`src/rtl/ps2sc_pkg.sv`:
```
// Package with shared types, scancode constants and the keymap lookup of the translator.
package ps2sc_pkg;

  localparam logic [7:0] SC_LSHIFT_MAKE  = 8'h2a;
  localparam logic [7:0] SC_RSHIFT_MAKE  = 8'h36;
  localparam logic [7:0] SC_LSHIFT_BREAK = 8'haa;
  localparam logic [7:0] SC_RSHIFT_BREAK = 8'hb6;
  localparam logic [7:0] SC_CAPS_MAKE    = 8'h3a;
  localparam logic [7:0] SC_NUM_MAKE     = 8'h45;
  localparam logic [7:0] SC_SCROLL_MAKE  = 8'h46;

  localparam logic [6:0] CASE_OFFSET = 7'h20;
  localparam logic [6:0] ASCII_UC_A  = 7'h41;
  localparam logic [6:0] ASCII_UC_Z  = 7'h5a;

  localparam logic [2:0] LED_SCROLL = 3'b001;
  localparam logic [2:0] LED_NUM    = 3'b010;
  localparam logic [2:0] LED_CAPS   = 3'b100;

  typedef struct packed {
    logic [1:0] shift;
    logic [2:0] leds;
  } kbd_state_t;

  typedef struct packed {
    logic       char_valid;
    logic [6:0] char_code;
    logic       led_update;
    logic [2:0] led_state;
  } kbd_result_t;

  // Keymap for make codes; shifted selects the second column.
  function automatic logic [6:0] keymap(input logic [6:0] code, input logic shifted);
    logic [6:0] ch;
    unique case (code)
      7'h02: ch = shifted ? 7'h21 : 7'h31;
      7'h03: ch = shifted ? 7'h40 : 7'h32;
      7'h04: ch = shifted ? 7'h23 : 7'h33;
      7'h05: ch = shifted ? 7'h24 : 7'h34;
      7'h06: ch = shifted ? 7'h25 : 7'h35;
      7'h07: ch = shifted ? 7'h5e : 7'h36;
      7'h08: ch = shifted ? 7'h26 : 7'h37;
      7'h09: ch = shifted ? 7'h2a : 7'h38;
      7'h0a: ch = shifted ? 7'h28 : 7'h39;
      7'h0b: ch = shifted ? 7'h29 : 7'h30;
      7'h0c: ch = shifted ? 7'h5f : 7'h2d;
      7'h0d: ch = shifted ? 7'h2b : 7'h3d;
      7'h0e: ch = 7'h08;
      7'h10: ch = 7'h51;
      7'h11: ch = 7'h57;
      7'h12: ch = 7'h45;
      7'h13: ch = 7'h52;
      7'h14: ch = 7'h54;
      7'h15: ch = 7'h59;
      7'h16: ch = 7'h55;
      7'h17: ch = 7'h49;
      7'h18: ch = 7'h4f;
      7'h19: ch = 7'h50;
      7'h1a: ch = shifted ? 7'h7b : 7'h5b;
      7'h1b: ch = shifted ? 7'h7d : 7'h5d;
      7'h1c: ch = 7'h0a;
      7'h1e: ch = 7'h41;
      7'h1f: ch = 7'h53;
      7'h20: ch = 7'h44;
      7'h21: ch = 7'h46;
      7'h22: ch = 7'h47;
      7'h23: ch = 7'h48;
      7'h24: ch = 7'h4a;
      7'h25: ch = 7'h4b;
      7'h26: ch = 7'h4c;
      7'h27: ch = shifted ? 7'h3a : 7'h3b;
      7'h28: ch = shifted ? 7'h22 : 7'h27;
      7'h29: ch = shifted ? 7'h7e : 7'h60;
      7'h2b: ch = shifted ? 7'h7c : 7'h5c;
      7'h2c: ch = 7'h5a;
      7'h2d: ch = 7'h58;
      7'h2e: ch = 7'h43;
      7'h2f: ch = 7'h56;
      7'h30: ch = 7'h42;
      7'h31: ch = 7'h4e;
      7'h32: ch = 7'h4d;
      7'h33: ch = shifted ? 7'h3c : 7'h2c;
      7'h34: ch = shifted ? 7'h3e : 7'h2e;
      7'h35: ch = shifted ? 7'h3f : 7'h2f;
      7'h37: ch = 7'h2a;
      7'h39: ch = 7'h20;
      7'h47: ch = 7'h37;
      7'h48: ch = 7'h38;
      7'h49: ch = 7'h39;
      7'h4a: ch = 7'h2d;
      7'h4b: ch = 7'h34;
      7'h4c: ch = 7'h35;
      7'h4d: ch = 7'h36;
      7'h4e: ch = 7'h2b;
      7'h4f: ch = 7'h31;
      7'h50: ch = 7'h32;
      7'h51: ch = 7'h33;
      7'h52: ch = 7'h30;
      7'h53: ch = 7'h2e;
      7'h73: ch = shifted ? 7'h5f : 7'h5c;
      7'h7d: ch = shifted ? 7'h7c : 7'h5c;
      default: ch = 7'h00;
    endcase
    return ch;
  endfunction

endpackage

```
`src/rtl/ps2sc_xlate.sv`:
```
// Translation of one scancode against the current shift and lock state.
module ps2sc_xlate import ps2sc_pkg::*; (
  input  logic [7:0]  scancode,
  input  kbd_state_t  state_cur,
  output kbd_state_t  state_nxt,
  output kbd_result_t result
);

  logic       shifted;
  logic       caps;
  logic [6:0] raw_ch;
  logic [6:0] ch;
  logic       upd;

  assign shifted = (state_cur.shift != 2'b00);
  assign caps    = (state_cur.leds & LED_CAPS) != 3'b000;

  always_comb begin
    raw_ch = scancode[7] ? 7'h00 : keymap(scancode[6:0], shifted);
    // Letters come out of the table upper case; lower them unless exactly
    // one of shift and caps lock is in effect.
    if (raw_ch >= ASCII_UC_A && raw_ch <= ASCII_UC_Z && shifted == caps) begin
      ch = raw_ch + CASE_OFFSET;
    end else begin
      ch = raw_ch;
    end
  end

  always_comb begin
    state_nxt = state_cur;
    upd       = 1'b0;
    unique case (scancode)
      SC_LSHIFT_MAKE:  state_nxt.shift = state_cur.shift | 2'b01;
      SC_RSHIFT_MAKE:  state_nxt.shift = state_cur.shift | 2'b10;
      SC_LSHIFT_BREAK: state_nxt.shift = state_cur.shift & 2'b10;
      SC_RSHIFT_BREAK: state_nxt.shift = state_cur.shift & 2'b01;
      SC_CAPS_MAKE: begin
        state_nxt.leds = state_cur.leds ^ LED_CAPS;
        upd            = 1'b1;
      end
      SC_NUM_MAKE: begin
        state_nxt.leds = state_cur.leds ^ LED_NUM;
        upd            = 1'b1;
      end
      SC_SCROLL_MAKE: begin
        state_nxt.leds = state_cur.leds ^ LED_SCROLL;
        upd            = 1'b1;
      end
      default: ;
    endcase
  end

  assign result.char_valid = (ch != 7'h00);
  assign result.char_code  = ch;
  assign result.led_update = upd;
  assign result.led_state  = state_nxt.leds;

endmodule

```
`src/rtl/ps2_scancode_to_ascii.sv`:
```
// Set-1 scancode to ASCII translator: top level with input and result registers.
// One scancode beat is taken per cycle while the output is not stalled: the
// byte lands in an input register, the keymap lookup and shift/lock update run
// combinationally from there, and the result sits in an output register until taken.
// Every input beat yields exactly one result beat carrying the character (if any),
// an LED update flag and the lock LED state. When the flag is set, the host should
// send 0xED to the keyboard followed by led_state. Shift and lock state reset to zero.
module ps2_scancode_to_ascii import ps2sc_pkg::*; (
  input  logic       clk,
  input  logic       rst_n,
  input  logic       in_valid,
  output logic       in_stall,
  input  logic [7:0] in_scancode,
  output logic       out_valid,
  input  logic       out_stall,
  output logic       out_char_valid,
  output logic [6:0] out_char_code,
  output logic       out_led_update,
  output logic [2:0] out_led_state
);

  logic        in_vld_r;
  logic [7:0]  code_r;
  logic        out_vld_r;
  kbd_result_t res_r;
  kbd_state_t  state_r;
  kbd_state_t  state_nxt;
  kbd_result_t res_nxt;
  logic        fire;
  logic        in_take;

  // The translate step fires when the output register is free or draining.
  assign fire     = in_vld_r && (!out_vld_r || !out_stall);
  assign in_stall = in_vld_r && !fire;
  assign in_take  = in_valid && !in_stall;

  ps2sc_xlate u_xlate (
    .scancode  (code_r),
    .state_cur (state_r),
    .state_nxt (state_nxt),
    .result    (res_nxt)
  );

  always_ff @(posedge clk) begin
    if (!rst_n) begin
      in_vld_r  <= 1'b0;
      out_vld_r <= 1'b0;
      state_r   <= '0;
    end else begin
      if (in_take) begin
        in_vld_r <= 1'b1;
      end else if (fire) begin
        in_vld_r <= 1'b0;
      end
      if (fire) begin
        out_vld_r <= 1'b1;
        state_r   <= state_nxt;
      end else if (!out_stall) begin
        out_vld_r <= 1'b0;
      end
    end
  end

  always_ff @(posedge clk) begin
    if (in_take) begin
      code_r <= in_scancode;
    end
    if (fire) begin
      res_r <= res_nxt;
    end
  end

  assign out_valid      = out_vld_r;
  assign out_char_valid = res_r.char_valid;
  assign out_char_code  = res_r.char_code;
  assign out_led_update = res_r.led_update;
  assign out_led_state  = res_r.led_state;

endmodule

```
`config.mk`:
```
export PLATFORM = sky130hd
export DESIGN_NAME = ps2_scancode_to_ascii
export DESIGN_NICKNAME = d
export VERILOG_FILES = /design/src/rtl/ps2sc_pkg.sv /design/src/rtl/ps2sc_xlate.sv /design/src/rtl/ps2_scancode_to_ascii.sv
export SDC_FILE = /design/constraint.sdc
export NUM_CORES = 1
export LEC_CHECK = 0
export ABC_AREA = 0
export BUFFER_PORTS_ARGS = -buffer_cell sky130_fd_sc_hd__buf_2
export CORE_ASPECT_RATIO = 0.5
export CORE_MARGIN = 5
export CORE_UTILIZATION = 61
export DETAILED_ROUTE_END_ITERATION = 12
export PLACE_DENSITY = 0.79
export SYNTH_ARGS = -nofsm -noshare
export SYNTH_HDL_FRONTEND = slang
export SYNTH_SLANG_ARGS = --single-unit
```
`constraint.sdc`:
```
create_clock -name clk -period 3.8 [get_ports clk]
set_clock_uncertainty 0.15 [all_clocks]
set_input_delay 0.38 -clock clk [delete_from_list [all_inputs] [get_ports clk]]
set_output_delay 0.38 -clock clk [all_outputs]
set_load 0.005 [all_outputs]
```
[Word level (Yosys, flattened, before mapping)]
Index checks and enable logic that the tools add are counted.
Storage, ports and cells
  logic and storage cells: 146
  input bits: 12
  bits in registers: 27
  output and inout port bits: 14
Operators by class
  eq/ne operators: 75
  reductions and logical operators: 19
  add/sub/neg operators: 1
  bitwise logic cells: 7
  magnitude comparators: 2
  muxes and demuxes: 32
Operators by type and width (number)
  7-bit one-hot mux with 65 select lines: 1
  7-bit by 6-bit equality test with 1-bit output, second input constant: 23
  7-bit by 5-bit equality test with 1-bit output, second input constant: 15
  7-bit equality test, second input constant: 15
  5-bit two-way mux: 13
  7-bit by 4-bit equality test with 1-bit output, second input constant: 7
  7-bit two-way mux: 5
  7-bit by 3-bit equality test with 1-bit output, second input constant: 4
  8-bit by 6-bit equality test with 1-bit output, second input constant: 3
  6-bit two-way mux: 3
  8-bit by 7-bit equality test with 1-bit output, second input constant: 2
  8-bit equality test, second input constant: 2
  7-bit by 2-bit equality test with 1-bit output, second input constant: 2
  3-bit one-hot mux with 3 select lines: 1
  2-bit one-hot mux with 4 select lines: 1
  4-bit AND reduction: 2
  2-bit nonzero test: 4
  7-bit by 6-bit adder with 7-bit output, second input constant: 1
  7-bit greater-or-equal comparator, second input constant: 1
  7-bit less-or-equal comparator, second input constant: 1
  1-bit NOT: 7
  7-bit nonzero test: 1
  1-bit two-way mux: 6
  1-bit logical AND: 5
  other kinds (8): 11

[Depth between registers and ports, before layout]
  depth in word-level cells: 9
  depth in mapped cells: 17

[By module]
From an unflattened synthesis, not the netlist that was laid out.
Unflattened totals
  cell total of the unflattened synthesis: 364
  area total of the unflattened synthesis: 2962.8 um^2
Modules (own cells, without submodules)
  ps2sc_xlate: sequential area each 0.0 um^2, cells each 315, instances 1, area each 2078.2 um^2
  ps2_scancode_to_ascii: sequential area each 740.7 um^2, cells each 49, instances 1, area each 884.6 um^2

[Least setup slack after synthesis]
Ideal clock, no wire load.
  kind: flip-flop to flip-flop
  start point: reg code_r[4]
  end point: reg res_r, in the netlist out_char_code[5], data pin
  slack: 0.394 ns
  library setup time: 0.268 ns
  clock period less this slack: 3.406 ns
  required time: 3.382 ns
  stages on the path, launching flop included: 11
  buffers on the path: 1
  arrival: 2.988 ns
  cell sequence: edfxtp_1 buf_6 nor3b_1 a32o_1 a211o_1 or4b_4 or4_4 a2111o_1 o211ai_1 o211ai_2 xnor2_1
RTL lines
  start: declaration: line ps2_scancode_to_ascii.sv:23  | logic [7:0] code_r;
  start signal: assignment: line ps2_scancode_to_ascii.sv:66  | code_r <= in_scancode;
  end signal: assignment: line ps2_scancode_to_ascii.sv:69  | res_r <= res_nxt;
  end: declaration: line ps2_scancode_to_ascii.sv:25  | kbd_result_t res_r;

==> metrics.md <==
| Metric | Value |
|---|---|
| Synth Register Bits | 27 |
| Max stage delay on crit path | just over 500 ps |
| Dpl cells | 436 |
| Final setup fails | 0 |
| DP Worst Slack | approximately 42 ps |
| Seq/Total Area, Yosys | 25.8% |
| Die Area | between 6000 and 7000 um^2 |
| Cell-by-cell trace of the critical path | buf_4 > buf_4 > nor2b_1 > a2bb2o_1 > a221oi_1 > nor2_1 > or4_4 > a2111o_1 > o211ai_1 > o211ai_2 > mux2i_1 |
| GPL Wtd Cong | 1.08 |
| Max Fclk | about 270 MHz |
| Fraction of registers with async set/reset | 0% |
| Cell repeated most along the worst path | buf_4 |
| Root Buffer | clkbuf_8 |
| Critical path class | reg2reg |
| # IOs | 26 |
| Num Clock Sinks | 27 |
| Chip width | between 100 and 150 um |
| Netlist cell types | 76 |
| EDFF count, synth | 20 |
| R2R setup slack | 90 ps |
| Worst VDD drop | ~0.00015 V |
| Fin util | about three quarters |
| Max capacitance violation total | 0 |
| Final Non-Filler Cells | between 400 and 500 |
| Capturing element type of the critical path | register |
| Worst setup margin | approximately 87 ps |
| CP max FO | 14 |
| Vias in the first global route | 2,756 |
| Total iterations of the first detailed-routing run | 6 |
| Cts bufs inserted | 3 |
| Worst endpoint required time | around 3700 ps |
| # hold bufs at CTS | 0 |
| Clock transition at path regs | approximately 110 ps |
| Worst-Margin Slew | ~930 ps |
| Global route overflow | 0 |
| Cell count after synthesis | 361 |
| Vias per cell | 7.24 |
| Critical path startpoint category | register |
| Final net count | roughly 400 |
| Largest net degree at the start of global routing | 46 |
| DRC viols | 0 |
| Hold slack | approximately 100 ps |
| Max Slew Vio Count | 0 |
| Most frequent cells in the layout | buf_2 (25), nor2_1 (23), nand2_1 (20), edfxtp_1 (20), buf_4 (20) |
| Post-Route WL | 9260 um |
| Data arrival, critical path | ~3600 ps |
| # rows | 17 |
| Slowest stage cell on the critical path | or4_4 |
| Synthesis Warnings | 0 |
| Fill count | approximately 360 |
| CTS tree | yes |
| CTS H-tree lvls | 1 |
| Area delta synth->final | 15.7% |
| Die extent in y | between 50 and 60 um |
| Post-Synthesis Net Count | around 380 |
| Total track usage | ~29% |
| Min-delay worst type | in2reg |
| Placement Cell Area | 3180 um^2 |
| Synthesized area | 2870 um^2 |
| Post-layout min period | 3710 ps |
| Core area | between 4000 and 5000 um^2 |
| Ys flop type | edfxtp_1 |
| Pwr Density | approximately 240 nW/um^2 |
| Outcome | finished clean |
| Avg Cell Area, Syn | 7.95 um^2 |
| Post-DP HPWL | 6520 um |
| Max-slew headroom | between 30% and 40% |
| DR WL/cell | about 21 um |
| Clk buf depth | 2 |
| P_leak | about 0.0012 uW |
| Final period utilization | roughly 98% |
| Starting Density | between 60% and 70% |
| # diodes | 0 |
| Fin. Hold Viols | 0 |
| Initial antenna violation count | 0 |
| Antenna violation net count after detailed routing | 0 |
| First-pass GRT wire length | 14,200 um |
| DR iter-0 viols | slightly above 600 |
| Detailed-route via count | roughly 3,200 |
| Commonest non-fill, non-tap cell in the layout | buf_2 |
| Worst-Skew Late Latency | around 290 ps |
| Input/output buffers | 25 |
| Proportion of layout cells with a drive suffix above 1 | between 20 and 25% |
| Post-route cell area | ~3300 um^2 |
## synth_stat cells (3+ instances only)
library cell  instances  share of area, %
nand3b_1              3              0.78
and3b_1               6               1.8
mux2i_1               4               1.4
buf_4                 4               1.0
nor2b_1              15               3.3
and2_1                5               1.1
o211a_1               3               1.0
o311ai_0              3              0.92
xnor2_1               8               2.4
o211ai_1              6               1.6
o32ai_1               4               1.2
o41ai_1               3              0.92
o21ai_0              13               2.3
a21oi_1              14               2.4
nand3_1              19               3.3
nor3_1               17               3.0
xor2_1                7               2.1
or3b_2                3              0.92
clkbuf_1             13               1.7
nor4_1                6               1.3
inv_1                10               1.3
nand2b_1             13               2.8
a32oi_1               4               1.2
nor3b_1              10               2.6
nor2_1               23               3.0
nor4b_1               3              0.92
nand4_1               4              0.87
dfxtp_1               7               4.9
nand2_1              20               2.6
edfxtp_1             20                21
a211oi_1              3              0.78
a31oi_1               5               1.1
buf_2                15               2.6
o22ai_1               5               1.1
and3_1                5               1.1
or3_1                 5               1.1
## final cells by class
class / count / area [um^2] / share of cell area, %
Timing Repair Buffer: 54 / 429 / 12.9
Tap cell: 57 / 71.3 / 2.15
Clock inverter: 1 / 7.51 / 0.226
Inverter: 10 / 37.5 / 1.13
Clock buffer: 3 / 41.3 / 1.24
Multi-Input combinational cell: 289 / 2000 / 60.1
Sequential cell: 27 / 741 / 22.3
## critical path: cells and delay by family, from the launching register on
| family | cells | cell delay [ps] |
|---|---|---|
| buffers and inverters | 2 | 400 |
| and+or+nand+nor | 3 | 810 |
| muxes | 1 | 160 |
| DFF | 1 | 490 |
| AOI/OAI and AO/OA | 5 | 1430 |
## state kept, by name, indices dropped and copies added (netlist names)
name            cells
out_valid           1
out_led_state       3
state_r             5
in_vld_r            1
code_r              8
out_char_code       7
out_led_update      1
out_char_valid      1
## per-stage QoR
stage	power, uW	TNS (ps)
final	788	0
after global placement	592	0
after detailed placement	598	0
after CTS	767	0
after floorplan	513	0
after global routing	821	-15.1
## worst paths after layout
kind | endpoint | depth (start not counted) | start
hold / removal | code_r[3] | 1 | in_scancode[3]
hold reg to reg | out_valid | 2 | in_vld_r
setup / recovery | out_char_code[6] | 11 | code_r[4]
setup reg to reg | out_char_code[6] | 11 | code_r[4]
## layer usage
metal,up-vias,track usage [%],wire (um)
met5,-,12.7,108
met4,4,8.38,398
met3,61,7.56,1410
met2,280,42.8,3740
met1,1424,39.9,3600
li1,1422,-,-
## timing repair
item,CTS,global route
gates resized for setup,1,18
gates cloned,0,0
pin swaps,0,5
endpoints found under the setup margin,1,2
setup buffers,0,1
## power by group
part           leakage (uW)  switching [uW]  internal, uW
logic              0.000972             164           109
registers          0.000249            10.3           332
clock network     0.0000217            98.4          74.7
## cells by family after synthesis
family / after synthesis / share of synthesized area (%)
compound gates: 91 / 23.1
xor+xnor: 15 / 4.58
fa+ha+maj: 2 / 0.871
buf+inv: 45 / 7.32
flops: 27 / 25.8
mux: 4 / 1.39
simple gates: 177 / 37.0
(Power assumes the default switching activity.)
